`src/rtl/core/fse_pkg.sv`:
```
// ----------------------------------------------------------------------------
// Flowshop schedule evaluator package
// Field widths, limits and the operation record passed from front to back.
// ----------------------------------------------------------------------------
package fse_pkg;

   localparam int TIME_W               = 32;
   localparam int DUR_W                = 16;
   localparam int WEIGHT_W             = 8;
   localparam int TARD_W               = 40;
   localparam int SUM_W                = 48;
   localparam int CFG_W                = 5;
   localparam int MAX_MACHINES_DEFAULT = 16;
   localparam int QUEUE_DEPTH          = 2;

   typedef struct packed {
      logic                first_job;
      logic                last_job;
      logic                has_due_date;
      logic                mach_first;
      logic                mach_last;
      logic [DUR_W-1:0]    duration;
      logic [TIME_W-1:0]   release_date;
      logic [TIME_W-1:0]   due_date;
      logic [WEIGHT_W-1:0] tardy_weight;
   } op_type;

endpackage

```
`src/rtl/core/fse_ram.sv`:
```
// ----------------------------------------------------------------------------
// Generic RAM
// One write port and one read port with registered read data.
// ----------------------------------------------------------------------------
module fse_ram #(
   parameter int WIDTH = 32,
   parameter int DEPTH = 16,
   parameter int AW    = (DEPTH > 1) ? $clog2(DEPTH) : 1
) (
   input  logic             clock,
   input  logic             wr_en,
   input  logic [AW-1:0]    wr_addr,
   input  logic [WIDTH-1:0] wr_data,
   input  logic             rd_en,
   input  logic [AW-1:0]    rd_addr,
   output logic [WIDTH-1:0] rd_data
);

   logic [WIDTH-1:0] mem_ff [DEPTH];
   logic [WIDTH-1:0] rd_data_ff;

   always_ff @(posedge clock) begin
      if (wr_en) begin
         mem_ff[wr_addr] <= wr_data;
      end
      if (rd_en) begin
         rd_data_ff <= mem_ff[rd_addr];
      end
   end

   assign rd_data = rd_data_ff;

endmodule

```
`src/rtl/core/fse_front.sv`:
```
// ----------------------------------------------------------------------------
// Flowshop evaluator front end
// Holds the machine count register, tracks the machine of each operation
// and tags it as first or last machine of its job before queueing.
// ----------------------------------------------------------------------------
module fse_front #(
   parameter int MAX_MACHINES = fse_pkg::MAX_MACHINES_DEFAULT,
   parameter int MW           = (MAX_MACHINES > 1) ? $clog2(MAX_MACHINES) : 1
) (
   input  logic                          clock,
   input  logic                          reset,
   input  logic                          csr_write_enable,
   input  logic [fse_pkg::CFG_W-1:0]     csr_write_data,
   input  logic                          req_valid,
   output logic                          req_stall,
   input  logic                          req_first_job,
   input  logic                          req_last_job,
   input  logic [fse_pkg::DUR_W-1:0]     req_duration,
   input  logic [fse_pkg::TIME_W-1:0]    req_release_date,
   input  logic                          req_has_due_date,
   input  logic [fse_pkg::TIME_W-1:0]    req_due_date,
   input  logic [fse_pkg::WEIGHT_W-1:0]  req_tardy_weight,
   input  logic                          q_full,
   output logic                          q_push,
   output fse_pkg::op_type               f_op,
   output logic [MW-1:0]                 f_idx
);

   localparam int NW = ($clog2(MAX_MACHINES + 1) > fse_pkg::CFG_W) ?
                       $clog2(MAX_MACHINES + 1) : fse_pkg::CFG_W;

   logic [fse_pkg::CFG_W-1:0] cfg_ff, cfg_in;
   logic [MW-1:0]             idx_ff, idx_in;
   logic [NW-1:0]             cfg_ext;
   logic [NW-1:0]             n_active;
   logic [NW:0]               idx_plus;
   logic                      mach_last;

   always_comb begin
      cfg_ext = NW'(cfg_ff);
      if (cfg_ext == '0) begin
         n_active = NW'(1);
      end else if (cfg_ext > NW'(MAX_MACHINES)) begin
         n_active = NW'(MAX_MACHINES);
      end else begin
         n_active = cfg_ext;
      end
      idx_plus  = (NW + 1)'(idx_ff) + (NW + 1)'(1);
      mach_last = idx_plus >= {1'b0, n_active};
   end

   assign req_stall = q_full;
   assign q_push    = req_valid && !q_full;

   always_comb begin
      cfg_in = csr_write_enable ? csr_write_data : cfg_ff;
      idx_in = idx_ff;
      if (q_push) begin
         idx_in = mach_last ? '0 : idx_plus[MW-1:0];
      end
   end

   always_ff @(posedge clock) begin
      if (reset) begin
         cfg_ff <= fse_pkg::CFG_W'(1);
         idx_ff <= '0;
      end else begin
         cfg_ff <= cfg_in;
         idx_ff <= idx_in;
      end
   end

   always_comb begin
      f_op.first_job    = req_first_job;
      f_op.last_job     = req_last_job;
      f_op.has_due_date = req_has_due_date;
      f_op.mach_first   = (idx_ff == '0);
      f_op.mach_last    = mach_last;
      f_op.duration     = req_duration;
      f_op.release_date = req_release_date;
      f_op.due_date     = req_due_date;
      f_op.tardy_weight = req_tardy_weight;
   end

   assign f_idx = idx_ff;

endmodule

```
`src/rtl/core/fse_queue.sv`:
```
// ----------------------------------------------------------------------------
// Flowshop evaluator operation queue
// Short FIFO between the front end and the execution pipeline.
// ----------------------------------------------------------------------------
module fse_queue #(
   parameter int WIDTH = 8
) (
   input  logic             clock,
   input  logic             reset,
   input  logic             push,
   input  logic [WIDTH-1:0] push_data,
   output logic             full,
   input  logic             pop,
   output logic             pop_valid,
   output logic [WIDTH-1:0] pop_data
);

   localparam int DEPTH = fse_pkg::QUEUE_DEPTH;
   localparam int PW    = (DEPTH > 1) ? $clog2(DEPTH) : 1;
   localparam int CW    = $clog2(DEPTH + 1);

   logic [WIDTH-1:0] slot_ff [DEPTH];
   logic [PW-1:0]    wr_ptr_ff, wr_ptr_in;
   logic [PW-1:0]    rd_ptr_ff, rd_ptr_in;
   logic [CW-1:0]    count_ff, count_in;
   logic             do_push, do_pop;

   assign full      = (count_ff == CW'(DEPTH));
   assign pop_valid = (count_ff != '0);
   assign pop_data  = slot_ff[rd_ptr_ff];
   assign do_push   = push && !full;
   assign do_pop    = pop && pop_valid;

   always_comb begin
      wr_ptr_in = wr_ptr_ff;
      rd_ptr_in = rd_ptr_ff;
      count_in  = count_ff;
      if (do_push) begin
         wr_ptr_in = (wr_ptr_ff == PW'(DEPTH - 1)) ? '0 : wr_ptr_ff + PW'(1);
      end
      if (do_pop) begin
         rd_ptr_in = (rd_ptr_ff == PW'(DEPTH - 1)) ? '0 : rd_ptr_ff + PW'(1);
      end
      unique case ({do_push, do_pop})
         2'b10:   count_in = count_ff + CW'(1);
         2'b01:   count_in = count_ff - CW'(1);
         default: count_in = count_ff;
      endcase
   end

   always_ff @(posedge clock) begin
      if (reset) begin
         wr_ptr_ff <= '0;
         rd_ptr_ff <= '0;
         count_ff  <= '0;
      end else begin
         wr_ptr_ff <= wr_ptr_in;
         rd_ptr_ff <= rd_ptr_in;
         count_ff  <= count_in;
      end
   end

   always_ff @(posedge clock) begin
      if (do_push) begin
         slot_ff[wr_ptr_ff] <= push_data;
      end
   end

endmodule

```
`src/rtl/core/fse_back.sv`:
```
// ----------------------------------------------------------------------------
// Flowshop evaluator execution pipeline
// Applies the flowshop recurrence against the per-machine end times,
// weighs lateness, keeps the running total and holds the result register.
// ----------------------------------------------------------------------------
module fse_back #(
   parameter int MAX_MACHINES = fse_pkg::MAX_MACHINES_DEFAULT,
   parameter int MW           = (MAX_MACHINES > 1) ? $clog2(MAX_MACHINES) : 1
) (
   input  logic                          clock,
   input  logic                          reset,
   input  logic                          q_valid,
   input  fse_pkg::op_type               q_op,
   input  logic [MW-1:0]                 q_idx,
   output logic                          q_pop,
   output logic                          rsp_valid,
   input  logic                          rsp_stall,
   output logic [fse_pkg::TIME_W-1:0]    rsp_completion_time,
   output logic [fse_pkg::TARD_W-1:0]    rsp_job_tardiness,
   output logic [fse_pkg::SUM_W-1:0]     rsp_total_tardiness,
   output logic [fse_pkg::TIME_W-1:0]    rsp_makespan,
   output logic                          rsp_schedule_done
);

   localparam int TW = fse_pkg::TIME_W;
   localparam int SW = fse_pkg::SUM_W;
   localparam int KW = fse_pkg::TARD_W;

   logic adv;

   // execute stage
   logic                   x_valid_ff;
   fse_pkg::op_type        x_op_ff;
   logic [MW-1:0]          x_idx_ff;
   logic                   byp_ff;
   logic [TW-1:0]          byp_data_ff;
   logic [TW-1:0]          job_prev_ff;
   logic [TW-1:0]          ram_rd_data;
   logic [TW-1:0]          prev_end, other_end, op_start, end_time;
   logic [TW:0]            end_sum;
   logic                   x_write;

   // tardiness stage
   logic                   t_valid_ff;
   logic [TW-1:0]          t_end_ff;
   logic [TW-1:0]          t_due_ff;
   logic                   t_has_due_ff;
   logic [fse_pkg::WEIGHT_W-1:0] t_weight_ff;
   logic                   t_clr_ff, t_rsp_ff, t_last_ff;
   logic [TW-1:0]          t_diff;
   logic [KW-1:0]          t_tard;

   // accumulate stage
   logic                   m_valid_ff;
   logic [KW-1:0]          m_tard_ff;
   logic [TW-1:0]          m_end_ff;
   logic                   m_clr_ff, m_rsp_ff, m_last_ff;
   logic [SW-1:0]          sum_ff, sum_in;
   logic [SW-1:0]          sum_base, sum_sat;
   logic [SW:0]            sum_wide;

   // result register
   logic                   rsp_valid_ff;
   logic [TW-1:0]          rsp_end_ff;
   logic [KW-1:0]          rsp_tard_ff;
   logic [SW-1:0]          rsp_total_ff;
   logic                   rsp_done_ff;

   assign adv   = !(rsp_valid_ff && rsp_stall);
   assign q_pop = adv && q_valid;

   fse_ram #(
      .WIDTH (TW),
      .DEPTH (MAX_MACHINES),
      .AW    (MW)
   ) u_end_ram (
      .clock   (clock),
      .wr_en   (x_write),
      .wr_addr (x_idx_ff),
      .wr_data (end_time),
      .rd_en   (q_pop),
      .rd_addr (q_idx),
      .rd_data (ram_rd_data)
   );

   always_comb begin
      if (x_op_ff.first_job) begin
         prev_end = '0;
      end else begin
         prev_end = byp_ff ? byp_data_ff : ram_rd_data;
      end
      other_end  = x_op_ff.mach_first ? x_op_ff.release_date : job_prev_ff;
      op_start   = (prev_end > other_end) ? prev_end : other_end;
      end_sum    = {1'b0, op_start} + (TW + 1)'(x_op_ff.duration);
      end_time   = end_sum[TW] ? '1 : end_sum[TW-1:0];
      x_write    = adv && x_valid_ff;
   end

   always_ff @(posedge clock) begin
      if (reset) begin
         x_valid_ff  <= 1'b0;
         byp_ff      <= 1'b0;
         job_prev_ff <= '0;
      end else if (adv) begin
         x_valid_ff <= q_valid;
         byp_ff     <= q_valid && x_valid_ff && (q_idx == x_idx_ff);
         if (x_valid_ff) begin
            job_prev_ff <= end_time;
         end
      end
   end

   always_ff @(posedge clock) begin
      if (adv) begin
         x_op_ff     <= q_op;
         x_idx_ff    <= q_idx;
         byp_data_ff <= end_time;
      end
   end

   always_comb begin
      t_diff = t_end_ff - t_due_ff;
      if (t_has_due_ff && (t_end_ff > t_due_ff)) begin
         t_tard = KW'(t_diff) * KW'(t_weight_ff);
      end else begin
         t_tard = '0;
      end
   end

   always_ff @(posedge clock) begin
      if (reset) begin
         t_valid_ff <= 1'b0;
      end else if (adv) begin
         t_valid_ff <= x_valid_ff;
      end
   end

   always_ff @(posedge clock) begin
      if (adv) begin
         t_end_ff     <= end_time;
         t_due_ff     <= x_op_ff.due_date;
         t_has_due_ff <= x_op_ff.has_due_date;
         t_weight_ff  <= x_op_ff.tardy_weight;
         t_clr_ff     <= x_op_ff.first_job && x_op_ff.mach_first;
         t_rsp_ff     <= x_op_ff.mach_last;
         t_last_ff    <= x_op_ff.last_job;
      end
   end

   always_ff @(posedge clock) begin
      if (reset) begin
         m_valid_ff <= 1'b0;
      end else if (adv) begin
         m_valid_ff <= t_valid_ff;
      end
   end

   always_ff @(posedge clock) begin
      if (adv) begin
         m_tard_ff <= t_tard;
         m_end_ff  <= t_end_ff;
         m_clr_ff  <= t_clr_ff;
         m_rsp_ff  <= t_rsp_ff;
         m_last_ff <= t_last_ff;
      end
   end

   always_comb begin
      sum_base = m_clr_ff ? '0 : sum_ff;
      sum_wide = {1'b0, sum_base} + (SW + 1)'(m_tard_ff);
      sum_sat  = sum_wide[SW] ? '1 : sum_wide[SW-1:0];
      sum_in   = sum_ff;
      if (adv && m_valid_ff) begin
         sum_in = m_rsp_ff ? sum_sat : sum_base;
      end
   end

   always_ff @(posedge clock) begin
      if (reset) begin
         sum_ff       <= '0;
         rsp_valid_ff <= 1'b0;
      end else begin
         sum_ff <= sum_in;
         if (adv) begin
            rsp_valid_ff <= m_valid_ff && m_rsp_ff;
         end
      end
   end

   always_ff @(posedge clock) begin
      if (adv && m_valid_ff && m_rsp_ff) begin
         rsp_end_ff   <= m_end_ff;
         rsp_tard_ff  <= m_tard_ff;
         rsp_total_ff <= sum_sat;
         rsp_done_ff  <= m_last_ff;
      end
   end

   assign rsp_valid           = rsp_valid_ff;
   assign rsp_completion_time = rsp_end_ff;
   assign rsp_job_tardiness   = rsp_tard_ff;
   assign rsp_total_tardiness = rsp_total_ff;
   assign rsp_makespan        = rsp_end_ff;
   assign rsp_schedule_done   = rsp_done_ff;

endmodule

```
`src/rtl/core/flowshop_schedule_evaluator_core.sv`:
```
// ----------------------------------------------------------------------------
// Flowshop schedule evaluator
// Streams job operations through the permutation flowshop recurrence and
// reports completion, weighted tardiness, running total and makespan.
//
//   channel  direction  handshake              payload
//   req      in         req_valid / req_stall  one operation of a job
//   rsp      out        rsp_valid / rsp_stall  one result per completed job
//   csr      in         csr_write_enable       machines in use
//
// One operation per cycle sustained unless rsp_stall holds a result; the
// end-time update of the execute stage, one read-modify-write of the
// per-machine end-time RAM, sets it. A result goes through the queue and
// the execute, tardiness, accumulate and result registers. Reset is
// synchronous; end times need no clearing pass. req_stall rises only when
// the two-entry queue is full; rsp_stall on a result holds the pipeline.
// ----------------------------------------------------------------------------
module flowshop_schedule_evaluator_core #(
   parameter int MAX_MACHINES = fse_pkg::MAX_MACHINES_DEFAULT
) (
   input  logic                          clock,
   input  logic                          reset,
   input  logic                          csr_write_enable,
   input  logic [fse_pkg::CFG_W-1:0]     csr_write_data,
   input  logic                          req_valid,
   output logic                          req_stall,
   input  logic                          req_first_job,
   input  logic                          req_last_job,
   input  logic [fse_pkg::DUR_W-1:0]     req_duration,
   input  logic [fse_pkg::TIME_W-1:0]    req_release_date,
   input  logic                          req_has_due_date,
   input  logic [fse_pkg::TIME_W-1:0]    req_due_date,
   input  logic [fse_pkg::WEIGHT_W-1:0]  req_tardy_weight,
   output logic                          rsp_valid,
   input  logic                          rsp_stall,
   output logic [fse_pkg::TIME_W-1:0]    rsp_completion_time,
   output logic [fse_pkg::TARD_W-1:0]    rsp_job_tardiness,
   output logic [fse_pkg::SUM_W-1:0]     rsp_total_tardiness,
   output logic [fse_pkg::TIME_W-1:0]    rsp_makespan,
   output logic                          rsp_schedule_done
);

   localparam int MW  = (MAX_MACHINES > 1) ? $clog2(MAX_MACHINES) : 1;
   localparam int OPW = $bits(fse_pkg::op_type);
   localparam int QW  = OPW + MW;

   logic            q_full, q_push, q_pop, q_valid;
   fse_pkg::op_type f_op, q_op;
   logic [MW-1:0]   f_idx, q_idx;
   logic [QW-1:0]   q_word;

   fse_front #(
      .MAX_MACHINES (MAX_MACHINES),
      .MW           (MW)
   ) u_front (
      .clock            (clock),
      .reset            (reset),
      .csr_write_enable (csr_write_enable),
      .csr_write_data   (csr_write_data),
      .req_valid        (req_valid),
      .req_stall        (req_stall),
      .req_first_job    (req_first_job),
      .req_last_job     (req_last_job),
      .req_duration     (req_duration),
      .req_release_date (req_release_date),
      .req_has_due_date (req_has_due_date),
      .req_due_date     (req_due_date),
      .req_tardy_weight (req_tardy_weight),
      .q_full           (q_full),
      .q_push           (q_push),
      .f_op             (f_op),
      .f_idx            (f_idx)
   );

   fse_queue #(
      .WIDTH (QW)
   ) u_queue (
      .clock     (clock),
      .reset     (reset),
      .push      (q_push),
      .push_data ({f_idx, f_op}),
      .full      (q_full),
      .pop       (q_pop),
      .pop_valid (q_valid),
      .pop_data  (q_word)
   );

   assign q_op  = fse_pkg::op_type'(q_word[OPW-1:0]);
   assign q_idx = q_word[OPW +: MW];

   fse_back #(
      .MAX_MACHINES (MAX_MACHINES),
      .MW           (MW)
   ) u_back (
      .clock               (clock),
      .reset               (reset),
      .q_valid             (q_valid),
      .q_op                (q_op),
      .q_idx               (q_idx),
      .q_pop               (q_pop),
      .rsp_valid           (rsp_valid),
      .rsp_stall           (rsp_stall),
      .rsp_completion_time (rsp_completion_time),
      .rsp_job_tardiness   (rsp_job_tardiness),
      .rsp_total_tardiness (rsp_total_tardiness),
      .rsp_makespan        (rsp_makespan),
      .rsp_schedule_done   (rsp_schedule_done)
   );

`ifndef SYNTHESIS
   a_pop_needs_entry : assert property (@(posedge clock) disable iff (reset)
      q_pop |-> q_valid)
      else $error("queue popped while empty");

   a_machine_wrap : assert property (@(posedge clock) disable iff (reset)
      (q_push && f_op.mach_last) |=> (f_idx == '0))
      else $error("machine index did not wrap after last machine");

   a_total_covers_job : assert property (@(posedge clock) disable iff (reset)
      (rsp_valid && (rsp_job_tardiness != '0)) |-> (rsp_total_tardiness != '0))
      else $error("running total misses job tardiness");
`endif

endmodule

```
`config.mk`:
```
export PLATFORM = sky130hd
export DESIGN_NAME = flowshop_schedule_evaluator_core
export DESIGN_NICKNAME = d
export VERILOG_FILES = /design/src/rtl/core/fse_pkg.sv /design/src/rtl/core/fse_ram.sv /design/src/rtl/core/fse_front.sv /design/src/rtl/core/fse_queue.sv /design/src/rtl/core/fse_back.sv /design/src/rtl/core/flowshop_schedule_evaluator_core.sv
export SDC_FILE = /design/constraint.sdc
export NUM_CORES = 2
export LEC_CHECK = 0
export ABC_AREA = 1
export BUFFER_PORTS_ARGS = -buffer_cell sky130_fd_sc_hd__buf_2
export CELL_PAD_IN_SITES_DETAIL_PLACEMENT = 0
export CELL_PAD_IN_SITES_GLOBAL_PLACEMENT = 1
export CORE_ASPECT_RATIO = 0.8
export CORE_MARGIN = 2
export CORE_UTILIZATION = 45
export DETAILED_ROUTE_END_ITERATION = 16
export GPL_TIMING_DRIVEN = 0
export MAX_ROUTING_LAYER = met4
export PLACE_DENSITY_LB_ADDON = 0.08
export SYNTH_ARGS = -nofsm -noshare
export SYNTH_HDL_FRONTEND = slang
export SYNTH_HIERARCHICAL = 1
export SYNTH_SLANG_ARGS = --single-unit
```
`constraint.sdc`:
```
create_clock -name clock -period 12 [get_ports clock]
set_clock_uncertainty 0.15 [all_clocks]
set_input_delay 0.6 -clock clock [delete_from_list [all_inputs] [get_ports clock]]
set_output_delay 0.6 -clock clock [all_outputs]
set_load 0.01 [all_outputs]
```
# Word-level counts from Yosys, hierarchy flattened
# Memory sizes are Yosys's and may differ from the RTL's. A register that Yosys moved wholly into a read port is not among the register bits.
# Cells that the tools add are included.
# word_totals
register_bits	467
ram_bits	706
input_bits	101
output_inout_bits	155
word_cells	98
n_memories	2
# memory_table
name	words	width	rd	rd_ports_with_merged_regs	wr	line_no	text
u_back.u_end_ram.mem_ff	16	32	1	1	1	fse_ram.sv:19	logic [WIDTH-1:0] mem_ff [DEPTH];
u_queue.slot_ff	2	97	1	1	1	fse_queue.sv:22	logic [WIDTH-1:0] slot_ff [DEPTH];
# classes
n_addsub	8
mul	1
magnitude_cmp	4
eq_ne	4
mux	20
n_bitwise	1
n_reduce_logical	20
# op_table
cell	n
$mux W32	5
$mux W48	3
$gt A32 B32 Y1	2
$add A48 B40 Y49	1
$mul A32 B8 Y40	1
$add A32 B16 Y33	1
$sub A32 B32 Y32	1
$logic_and A1 B1 Y1	13
$mux W5	2
$mux W1	8
$ge A6 B5 Y1	1
$add A4 B1 Y5 const B	1
$gt A5 B5 Y1 const B	1
$logic_not A5 Y1	1
$eq A2 B2 Y1 const B	2
$eq A4 B4 Y1	1
$logic_not A4 Y1	1
$mux W4	1
$pmux W2 S2	1
$reduce_bool A2 Y1	2
$add A1 B1 Y1 const B	2
$add A2 B1 Y2 const B	1
$eq A2 B1 Y1 const B	1
$logic_not A1 Y1	2
3 further kinds	3

# Logic depth before layout (Yosys ltp)
# depth
ltp_word	6
depth_mapped	42
ltp_nobuf	42

# Cells and area by module
# Netlist, hierarchy kept.
# modules_own_cells
module	n_inst	cells_each	area_each_um2	seq_area_each_um2
fse_back	1	3516	30888.4	12782.3
fse_ram	1	2120	23050.9	16335.7
fse_queue	1	342	7363.3	5925.7
fse_front	1	174	1266.2	180.2

# Worst setup path after synthesis
# Ideal clock, no wire load.
# synth_path
path_kind	input to register
start	input rsp_stall
end	register u_back.rsp_end_ff[0], in the netlist u_back/rsp_completion_time[0], enable pin
setup_ps	601
arrival_time_ps	12121
t_required_ps	11249
path_slack_ps	-872
stages	3
n_path_buf	0
cell_sequence	nand2_1 inv_1 nor2_1
# synth_via
elab_chain_cells	4
# synth_rtl
item	line_no	text
start: declaration	flowshop_schedule_evaluator_core.sv:35	input logic rsp_stall,
$logic_and A1 B1 Y1	fse_back.sv:69	assign adv = !(rsp_valid_ff && rsp_stall);
$logic_not A1 Y1	fse_back.sv:69	
$logic_and A1 B1 Y1 (2 in a row)	fse_back.sv:191	if (adv && m_valid_ff && m_rsp_ff) begin
end signal: assignment	fse_back.sv:192	rsp_end_ff <= m_end_ff;
end: declaration	fse_back.sv:64	logic [TW-1:0] rsp_end_ff;
# Every way passes these cells.
# A chain may end at the register's enable or synchronous reset.

# Final worst setup path
# layout_path
start	register u_back.byp_ff
end	register u_back.t_end_ff[18] (data pin)
# layout_via
elab_chain_cells	6
# layout_rtl
item	line_no	text
start: declaration	fse_back.sv:35	logic byp_ff;
start signal: assignment	fse_back.sv:106	byp_ff <= q_valid && x_valid_ff && (q_idx == x_idx_ff);
$mux W32 *	fse_back.sv:90	prev_end = byp_ff ? byp_data_ff : ram_rd_data;
$mux W32 *	fse_back.sv:87	if (x_op_ff.first_job) begin
$gt A32 B32 Y1	fse_back.sv:93	op_start = (prev_end > other_end) ? prev_end : other_end;
$mux W32 *	fse_back.sv:93	
$add A32 B16 Y33 *	fse_back.sv:94	end_sum = {1'b0, op_start} + (TW + 1)'(x_op_ff.duration);
$mux W32 *	fse_back.sv:95	end_time = end_sum[TW] ? '1 : end_sum[TW-1:0];
named net u_back.end_time[18]	fse_back.sv:39	logic [TW-1:0] prev_end, other_end, op_start, end_time;
end signal: assignment	fse_back.sv:140	t_end_ff <= end_time;
end: declaration	fse_back.sv:45	logic [TW-1:0] t_end_ff;
# The timed path passes the listed nets; every way through them passes the cells marked *.

==> results.txt <==
DR DRC count = 0
grt total ovfl = 0
Synth warnings = 6
final worst path period share = 75.5%
Cell variety after synth = 56
DIE AREA = 0.142 mm2
DRT Pass-1 Iters = 5
Post-synth EDFFs = 1107
largest net degree at the start of global routing = 74
Setup WS post-layout = 2.94 ns
postcts setup bufs = 0
via count = 45100
post-detailed-routing wire length = 198 mm
post-route minimum period = 9.06 ns
final core occ = 51.8%
Fin. Hold Viols = 0
WL per Instance = 23.2 um
Worst R2R Start = u_back/byp_ff
area of the multi-input gates = 0.0217 mm2
row count = 122
Syn Area/Cell = 10.2 um2
clk buf depth = 3
DP HPWL = 147 mm
crit path buf inv count = 9
FF/Latch Area = 0.0352 mm2
Seq/Total Area, Yosys = 56.3%
CTS Sinks = 1206
RSZ-0062 raised after global routing = false
ys flop type = edfxtp_1
antenna violations before repair = 14
async set-or-reset flop fraction in the synthesized netlist = 0%
worst-path fanout max = 18
Mapped Cells = 6152
GR Util All Layers = 28.7%
status = completed
core area = 0.138 mm2
gp weighted congestion = 0.956
I/O Buffers = 164
most area-consuming cells after synthesis = edfxtp_1, nand2_1, fa_1, inv_1, nand3_1
synth-to-layout area growth = 14.4%
critical path's largest stage delay = 0.71 ns
dpl ws = 3.32 ns
Clock transition at path regs = 0.06 ns
vias per inst = 5.28
Rel. slew slack = 20.8%
Initial Util = 45.3%
share of cells above drive strength 1 = 11.9%
Synth Cell Area = 0.0626 mm2
Yosys reg bits = 1206
Final nets = 7042
max-cap viol count = 0
FILL cells = 12500
first-pass GRT wire length = 285 mm
CP arrival = 9.28 ns
startpoint types = register
worst slew pin tran = 1.19 ns
Crit. End Element = register
CP top delay family = simple AND/OR/NAND/NOR gates
n_diodes = 0
Critical Path Start = u_back/byp_ff
post-route ant nets = 0
number of global-route vias before repair = 42000
CTS buffer count = 120
Critical Path RT = 12.22 ns
Final Setup Violations = 0
die span in y = 338 um
CP max stage cell = nand2_1
CTS tree = built
hold path start = req_valid
Root Buffer Master = clkbuf_16
HP Class = input port to register
dominant cell type by area after synthesis = edfxtp_1
clk_lat worst skew = 0.78 ns
critical setup path kind = register to register
Synth top area share = 53.1%
Slew Viols, Final = 0
IO Pins = 256
syn_nets = 6624
1st-iter DRT viols = 5331
htree depth = 3
max frequency = 110 MHz
Die Wd = 421 um
## Yosys cell counts, types with 37 or more instances
cell	count
nand2_1	1260
nor2_1	571
buf_6	37
xnor2_1	39
fa_1	183
xor2_1	46
o21ai_0	204
edfxtp_1	1107
nand3_1	481
mux2_2	67
a21oi_1	320
inv_1	956
buf_4	131
dfxtp_1	99
clkbuf_1	91
ha_1	188
buf_2	57
## final timing paths
path,cells past startpoint,slack (ns),end
worst max-delay path,29,2.94,u_back/t_end_ff[18]
worst max register to register,29,2.94,u_back/t_end_ff[18]
worst min register to register,0,0.23,u_back/t_due_ff[31]
worst min-delay path,4,0.07,u_front/f_idx[0]
## metrics by stage
step / TNS (ns) / hold slack, ns / instances / instance area (um2)
after global placement: -3078.58 / 0.250 / 8176 / 65700
after floorplan: 0 / 0.250 / 6152 / 62600
final: 0 / 0.0683 / 8534 / 71600
after global routing: 0 / 0.0707 / 8534 / 71600
after CTS: 0 / 0.00669 / 8534 / 71600
after detailed placement: 0 / 0.255 / 8205 / 66500
## state kept, by name, indices dropped and copies added (netlist names), 40 cells and up, named ones only
register / flops
u_back/m_tard_ff: 40
u_back/rsp_job_tardiness: 40
u_back/rsp_total_tardiness: 48
u_back/sum_ff: 48
u_back/u_end_ram/mem_ff: 512
u_back/x_op_ff: 93
u_queue/slot_ff: 194
## cell families after synthesis
kind of cell / share of synthesized area [%]
simple gates: 16.2
mux: 2.01
xor+xnor: 1.22
compound gates: 5.45
flops: 56.3
buf+inv: 9.18
fa+ha+maj: 9.61
## routing by layer
metal	GRT usage (%)	part of all wire (%)	vias to the layer above
li1	-	-	20900
met1	46.1	49	22000
met2	38.1	40	1975
met3	4.30	9.7	198
met4	5.31	1.9	0
met5	-	0	-
## layout make-up
type                       count  area share [%]
sequential                  1206            49.2
inverter                     968            5.09
clock inverter                87            1.29
multi-input combinational   3645            30.4
tap                         1860            3.25
buffer                       333            2.94
timing repair buffer         296            3.48
clock buffer                 139            4.33
## placed cells by master, fill, tap and decap left out, drive strengths merged, types with 2 or more instances in the layout
cell	count
nand2	1272
edfxtp	1107
inv	969
nor2	577
nand3	485
buf	435
a21oi	322
clkbuf	230
o21ai	223
ha	188
fa	183
dlygate4sd3	103
dfxtp	99
mux2	97
clkinv	67
xor2	46
xnor2	40
or2	36
nor3	30
nand4	24
a21o	17
bufinv	15
a31oi	15
o21bai	14
o21a	12
nand3b	11
o211ai	11
nor4	10
a21boi	7
mux2i	5
clkinvlp	4
nor3b	4
a221oi	3
and2	2
o31ai	2
o2111ai	2
## what timing repair did
item,CTS,global route
resized for setup,0,0
hold endpoints to repair,188,0
hold buffers,103,0
## worst register-to-register path: cells and delay by family, from the launching register on
kind,cells,cell delay (ns)
compound gates,6,2.18
buf+inv,9,2.55
flops,1,0.48
simple gates,12,2.84
fa+ha+maj,2,0.50
Power is left out: the tool's default activity adds up to more than one toggle a clock period on the data nets, which glitch-free logic cannot reach.
